[src/las_pkg.sv]
// Shared constants, types and functions of the life automaton stencil.
`timescale 1ns / 1ps
package las_pkg;

	localparam int ROW_WIDTH   = 1024;
	localparam int ROW_BANKS   = 3;
	localparam int COL_W       = $clog2(ROW_WIDTH);
	localparam int BANK_W      = 2;
	localparam int ROW_W       = 12;
	localparam int CFG_W       = 11;
	localparam int ROWS_MAX    = 4095;
	localparam int COL_CAP     = 1024;
	localparam int MIN_COLS    = 3;
	localparam int FIFO_DEPTH  = 8;
	localparam int FIFO_PTR_W  = $clog2(FIFO_DEPTH);
	localparam int FIFO_CNT_W  = $clog2(FIFO_DEPTH + 1);
	localparam int MAX_RESULTS = 3;

	localparam logic [CFG_W-1:0] ACTIVE_RESET = CFG_W'(COL_CAP);

	typedef struct packed {
		logic ovr_val;
		logic ovr;
		logic alive;
	} entry_t;

	typedef entry_t [ROW_BANKS-1:0] bank_rd_t;

	typedef struct packed {
		entry_t old_e;
		entry_t mid_e;
		entry_t new_e;
	} column_t;

	typedef struct packed {
		logic             next_alive;
		logic [ROW_W-1:0] out_row;
		logic [COL_W-1:0] out_column;
		logic             row_done;
	} result_t;

	typedef result_t [MAX_RESULTS-1:0] result_set_t;

	typedef enum logic [1:0] {
		FS_IDLE = 2'b01,
		FS_FILL = 2'b10
	} fill_state_t;

	function automatic logic [BANK_W-1:0] bank_add(input logic [BANK_W-1:0] b,
		input logic [BANK_W-1:0] k);
		logic [BANK_W:0] s;
		s = {1'b0, b} + {1'b0, k};
		if (s >= (BANK_W+1)'(ROW_BANKS)) begin
			s = s - (BANK_W+1)'(ROW_BANKS);
		end
		return s[BANK_W-1:0];
	endfunction

	// B3/S23 rule on a 3x3 neighborhood; the middle cell's override wins.
	function automatic logic life_rule(input column_t lf, input column_t cx,
		input column_t rt);
		logic [3:0] cnt;
		logic       nxt;
		cnt = 4'(lf.old_e.alive) + 4'(cx.old_e.alive) + 4'(rt.old_e.alive)
			+ 4'(lf.mid_e.alive) + 4'(rt.mid_e.alive)
			+ 4'(lf.new_e.alive) + 4'(cx.new_e.alive) + 4'(rt.new_e.alive);
		if (cx.mid_e.ovr) begin
			nxt = cx.mid_e.ovr_val;
		end else if (cx.mid_e.alive) begin
			nxt = (cnt == 4'd2) || (cnt == 4'd3);
		end else begin
			nxt = (cnt == 4'd3);
		end
		return nxt;
	endfunction

endpackage

[src/las_ifs.sv]


interface las_result_if;
	logic        valid;
	logic        ready;
	logic        next_alive;
	logic [11:0] out_row;
	logic [9:0]  out_column;
	logic        row_done;

	modport source(output valid, next_alive, out_row, out_column, row_done,
		input ready);
	modport sink(input valid, next_alive, out_row, out_column, row_done,
		output ready);
endinterface


[src/las_result_fifo.sv]
// Result queue that takes up to three words a cycle and hands out one.
`timescale 1ns / 1ps
module las_result_fifo (
	input  logic                          clk,
	input  logic                          arst_n,
	input  logic [1:0]                    push_cnt,
	input  las_pkg::result_set_t          push_data,
	output logic [las_pkg::FIFO_CNT_W-1:0] count,
	las_result_if.source                  result
);
	import las_pkg::*;

	result_t               mem [FIFO_DEPTH];
	logic [FIFO_PTR_W-1:0] wr_ptr_q;
	logic [FIFO_PTR_W-1:0] rd_ptr_q;
	logic [FIFO_CNT_W-1:0] count_q;
	logic                  pop;

	assign pop = result.valid && result.ready;

	always_ff @(posedge clk) begin
		for (int i = 0; i < MAX_RESULTS; i++) begin
			if (2'(i) < push_cnt) begin
				mem[wr_ptr_q + FIFO_PTR_W'(i)] <= push_data[i];
			end
		end
	end

	always_ff @(posedge clk or negedge arst_n) begin
		if (!arst_n) begin
			wr_ptr_q <= '0;
			rd_ptr_q <= '0;
			count_q  <= '0;
		end else begin
			wr_ptr_q <= wr_ptr_q + FIFO_PTR_W'(push_cnt);
			if (pop) begin
				rd_ptr_q <= rd_ptr_q + FIFO_PTR_W'(1);
			end
			count_q <= count_q + FIFO_CNT_W'(push_cnt) - FIFO_CNT_W'(pop);
		end
	end

	assign count             = count_q;
	assign result.valid      = (count_q != '0);
	assign result.next_alive = mem[rd_ptr_q].next_alive;
	assign result.out_row    = mem[rd_ptr_q].out_row;
	assign result.out_column = mem[rd_ptr_q].out_column;
	assign result.row_done   = mem[rd_ptr_q].row_done;

endmodule

[src/flat_wrapper.sv]
// flat-port wrapper written by rule: the top's interface ports become plain ports
module las_result_fifo_flat import las_pkg::*;
  (clk, arst_n, push_cnt, push_data, count, result_valid, result_next_alive, result_out_row, result_out_column, result_row_done, result_ready);
  las_result_if result_i ();
  input  logic clk;
  input  logic arst_n;
  input  logic [1:0] push_cnt;
  input  las_pkg::result_set_t push_data;
  output logic [las_pkg::FIFO_CNT_W-1:0] count;
  output wire logic [$bits(result_i.valid)-1:0] result_valid;
  output wire logic [$bits(result_i.next_alive)-1:0] result_next_alive;
  output wire logic [$bits(result_i.out_row)-1:0] result_out_row;
  output wire logic [$bits(result_i.out_column)-1:0] result_out_column;
  output wire logic [$bits(result_i.row_done)-1:0] result_row_done;
  input wire logic [$bits(result_i.ready)-1:0] result_ready;
  assign result_valid = result_i.valid;
  assign result_next_alive = result_i.next_alive;
  assign result_out_row = result_i.out_row;
  assign result_out_column = result_i.out_column;
  assign result_row_done = result_i.row_done;
  assign result_i.ready = result_ready;
  las_result_fifo u_core (.clk(clk), .arst_n(arst_n), .push_cnt(push_cnt), .push_data(push_data), .count(count), .result(result_i));
endmodule
[config.mk]
export PLATFORM = sky130hd
export DESIGN_NAME = las_result_fifo_flat
export DESIGN_NICKNAME = d
export VERILOG_FILES = /design/src/las_pkg.sv /design/src/las_ifs.sv /design/src/las_result_fifo.sv /design/src/flat_wrapper.sv
export SDC_FILE = /design/constraint.sdc
export NUM_CORES = 1
export LEC_CHECK = 0
export BUFFER_PORTS_ARGS = -buffer_cell sky130_fd_sc_hd__buf_2
export CAP_MARGIN = 10
export CORE_MARGIN = 1
export CORE_UTILIZATION = 30
export CTS_CLUSTER_DIAMETER = 50
export DETAILED_ROUTE_END_ITERATION = 10
export SLEW_MARGIN = 10
export SYNTH_ARGS = -nofsm -noshare
export SYNTH_HDL_FRONTEND = slang
export SYNTH_SLANG_ARGS = --single-unit
[constraint.sdc]
create_clock -name clk -period 4.8 [get_ports clk]
set_input_delay 0.48 -clock clk [delete_from_list [all_inputs] [get_ports clk]]
set_output_delay 0.48 -clock clk [all_outputs]
set_load 0.05 [all_outputs]
==> results_dict.tcl <==
set metrics [dict create \
    grt.overflow.total 0 \
    layout_worst_path_cycle_share_pct 75.59 \
    ioPinCount 106 \
    die_w_um 216.4 \
    p_leak_uw 0.004854 \
    cp_cell_sequence "ha_2 -> or3b_2 -> o2bb2ai_4" \
    syn_nets 1498 \
    worstPathRequired_ns 4.98 \
    fmax_mhz 275.6 \
    n_antenna_cell 0 \
    maxSlewViolCount 0 \
    clkTransAtPathRegs_ns 0.06 \
    utilization_pct 34.36 \
    p_clk_share_pct 17.9 \
    h-tree-depth 1 \
    hold_ws_ns 0.2122 \
    wl_um 48930 \
    min_to "u_core.rd_ptr_q[2]$_DFFE_PN0P_" \
    area_growth_pct 13.12 \
    power_density_nw_per_um2 807.0 \
    drt_iter0_markers 1627 \
    grt_max_degree 137 \
    sw_frac_of_total_pct 49.06 \
    crit_path_top_delay_cell "dfrtp_2" \
    final_nets 1468 \
    die_y_um 216.4 \
    numCtsBuffers 30 \
    r2r_cells 3 \
    drive_gt1_share_pct 21.87 \
    rsz0062_at_grt "no" \
    grt_pass1_vias 11660 \
    wl_per_cell_um 24.41 \
    hold_start "result_ready" \
    holdPathStages 3 \
    finalHoldViolCount 0 \
    portBuffers 105 \
    firstDrtPassIters 5 \
    core_um2 45380 \
    combPwrFrac_pct 53.5 \
    ir_drop_v 0.0007828 \
    fin_tns_setup_ns 0 \
    synth_cell_types 43 \
    worstSetupPathType "flop to flop" \
    max_slew_margin_pct 23.97 \
    die_area_um2 46810 \
    worstSkewPairLatency_ns 0.56 \
    reg2reg_slack_ns 1.17 \
    netlist_area_um2 13790 \
    finalSetupViolations 0 \
    tightest_slew_ns 1.139 \
    viasPerCell 6.103 \
    status "complete, no violations" \
    ys_seq_area_share_pct 43.64 \
    fill_cells 4504 \
    end_kind "flop" \
    cts_setup_buffers 0 \
    power.internal_uw 6410 \
    grt_first_pass_wirelength_um 73020 \
    worst-path-buf-inv 0 \
    start_util_pct 30.38 \
    r2r-end "u_core.mem[1][19]$_DFFE_PP_" \
    fin_ws_ns 1.172 \
    drtAntennaViolNets 0 \
    p_seq_share_pct 28.6 \
    yosys_warnings 0 \
    fin_crit_ns 3.628 \
    drc 0 \
    grt_antenna_before_repair 1 \
    hpwlAfterDp_um 28760 \
    cts_root_buf "clkbuf_16" \
    maxCapViolations 0 \
    clock_sinks 202 \
    grtUsageTotal_pct 20.26 \
    skew_ns 0.01454 \
    ys_ff_latch 202 \
    pre_cts_slack_ns 1.226 \
    gp_congestion 0.8116 \
    hold_path.class "input port to flop" \
    p_switching_uw 6175 \
    crit_family "flip-flops" \
    rr_startpoint "u_core.wr_ptr_q[0]$_DFF_PN0_" \
    syn_avg_cell_area_um2 9.777 \
    cts_resized 0 \
    start_kind "flop" \
    netlist_instances 1410 \
    path_max_fanout 50 \
    tritoncts "built" \
    clockBufferDepth 3 \
    num_rows 78 \
    slowest_delay_ns 0.92 \
    via_count 12230 \
    cp.arrival_ns 3.80 \
]
synthesized netlist by cell type:
master / count / area [µm²]
and4b_1: 48 / 480.5
buf_6: 15 / 168.9
mux2_2: 25 / 281.5
inv_1: 14 / 52.55
edfxtp_1: 192 / 5766
xor2_1: 2 / 17.52
and4bb_1: 8 / 100.1
nor3_1: 192 / 960.9
nand2b_4: 1 / 13.76
buf_4: 5 / 37.54
a21o_1: 1 / 7.510
and4bb_2: 2 / 25.02
dfrtp_1: 10 / 250.2
clkbuf_1: 114 / 427.9
and4_1: 24 / 210.2
o22ai_1: 2 / 12.51
o2bb2ai_1: 4 / 35.03
mux2i_1: 2 / 20.02
ha_1: 9 / 112.6
xnor2_2: 1 / 16.27
mux4_2: 48 / 1081
maj3_1: 1 / 10.01
nor4bb_1: 14 / 140.1
xnor2_1: 3 / 26.28
nand3b_1: 3 / 22.52
a21oi_1: 1 / 5.000
o21ai_0: 194 / 970.9
xor2_2: 1 / 16.27
a31oi_1: 172 / 1076
fa_1: 2 / 40.04
o21bai_1: 1 / 7.510
nand3_1: 5 / 25.02
nand2_1: 193 / 724.4
or2_1: 5 / 31.28
or3b_2: 2 / 17.52
nand2_2: 1 / 6.260
or2_2: 4 / 25.02
nand2b_1: 1 / 6.260
buf_1: 29 / 108.9
clkbuf_2: 4 / 20.02
a31oi_2: 20 / 250.2
nand2b_2: 1 / 8.760
buf_2: 34 / 170.2
registers in the layout, summed over array words and instances, names as in the netlist:
name,flops
u_core.wr_ptr_q,3
u_core.count,4
u_core.rd_ptr_q,3
u_core.mem,192
power groups by stage:
stage	Clock (µW)	Combinational, µW	Sequential (µW)
after floorplan	0	5050	3270
after global placement	0	6560	3590
after detailed placement	0	6670	3620
after CTS	2260	6680	3590
after global routing	2330	7120	3670
final	2250	6740	3600
cells by family (layout without fill, tap and decap cells):
logic type      Yosys count  count (layout)  synth area share, %
compound gates          395             395                17.15
xor+xnor                  7               7               0.5538
fa+ha+maj                12              12                1.180
buf+inv                 215             209                7.152
flops                   202             202                43.64
mux                      75              75                10.03
simple gates            504             504                20.29
routing by layer:
| metal | track usage (%) | vias to the layer above | wire length (µm) |
|---|---|---|---|
| met4 | 7.793 | 2 | 1562 |
| met1 | 27.56 | 5999 | 20100 |
| met5 | 0 | - | 13 |
| met2 | 32.34 | 731 | 22780 |
| met3 | 3.102 | 110 | 4474 |
| li1 | - | 5389 | - |
worst max path at each step:
stage,start,end,cells past startpoint
2_1_floorplan,u_core.wr_ptr_q[1]$_DFF_PN0_,u_core.mem[6][0]$_DFFE_PP_,6
3_3_place_gp,u_core.wr_ptr_q[0]$_DFF_PN0_,u_core.mem[1][4]$_DFFE_PP_,3
3_5_place_dp,u_core.wr_ptr_q[0]$_DFF_PN0_,u_core.mem[1][8]$_DFFE_PP_,3
4_1_cts,u_core.wr_ptr_q[0]$_DFF_PN0_,u_core.mem[5][20]$_DFFE_PP_,3
5_1_grt,u_core.wr_ptr_q[0]$_DFF_PN0_,u_core.mem[5][20]$_DFFE_PP_,3
6_report,u_core.wr_ptr_q[0]$_DFF_PN0_,u_core.mem[1][19]$_DFFE_PP_,3
worst min-delay path: cells and delay by family:
kind,cells,cell delay [ns]
buf+inv,1,0.10
simple gates,1,0.07
xor+xnor,1,0.06
layout make-up:
cell class              count  area (µm²)  area share (%)
flip-flops and latches    202        6022           38.62
inverters                  14       52.55          0.3370
clock inverters            23       247.7           1.589
clock buffers              33       762.0           4.886
well taps                 600       750.7           4.814
repair buffers            139       808.3           5.183
multi-input cells         993        6952           44.58
through the flow:
step / cell area (µm²) / instances / power [µW]
after floorplan: 13790 / 1410 / 8317
after global placement: 14580 / 1947 / 10160
after detailed placement: 14580 / 1947 / 10290
after CTS: 15600 / 2004 / 12530
after global routing: 15600 / 2004 / 13110
final: 15600 / 2004 / 12590
cells in the final DEF (no fill, tap or decap), drive strengths merged, types with 2 or more instances in the layout:
master | synthesis | routed
a31oi | 192 | 192
and4 | 24 | 24
and4b | 48 | 48
and4bb | 10 | 10
buf | 83 | 138
bufinv | 0 | 4
clkbuf | 118 | 33
clkinv | 0 | 12
clkinvlp | 0 | 2
dfrtp | 10 | 10
edfxtp | 192 | 192
fa | 2 | 2
ha | 9 | 9
inv | 14 | 19
mux2 | 25 | 25
mux2i | 2 | 2
mux4 | 48 | 48
nand2 | 194 | 194
nand2b | 3 | 3
nand3 | 5 | 5
nand3b | 3 | 3
nor3 | 192 | 192
nor4bb | 14 | 14
o21ai | 194 | 194
o22ai | 2 | 2
o2bb2ai | 4 | 4
or2 | 9 | 9
or3b | 2 | 2
xnor2 | 4 | 4
xor2 | 3 | 3
repair_timing:
action	CTS	global route
endpoints found under the setup margin	0	0
hold buffers	1	0
hold endpoints to repair	10	0
Note: power is estimated with default switching activity, not from simulation.
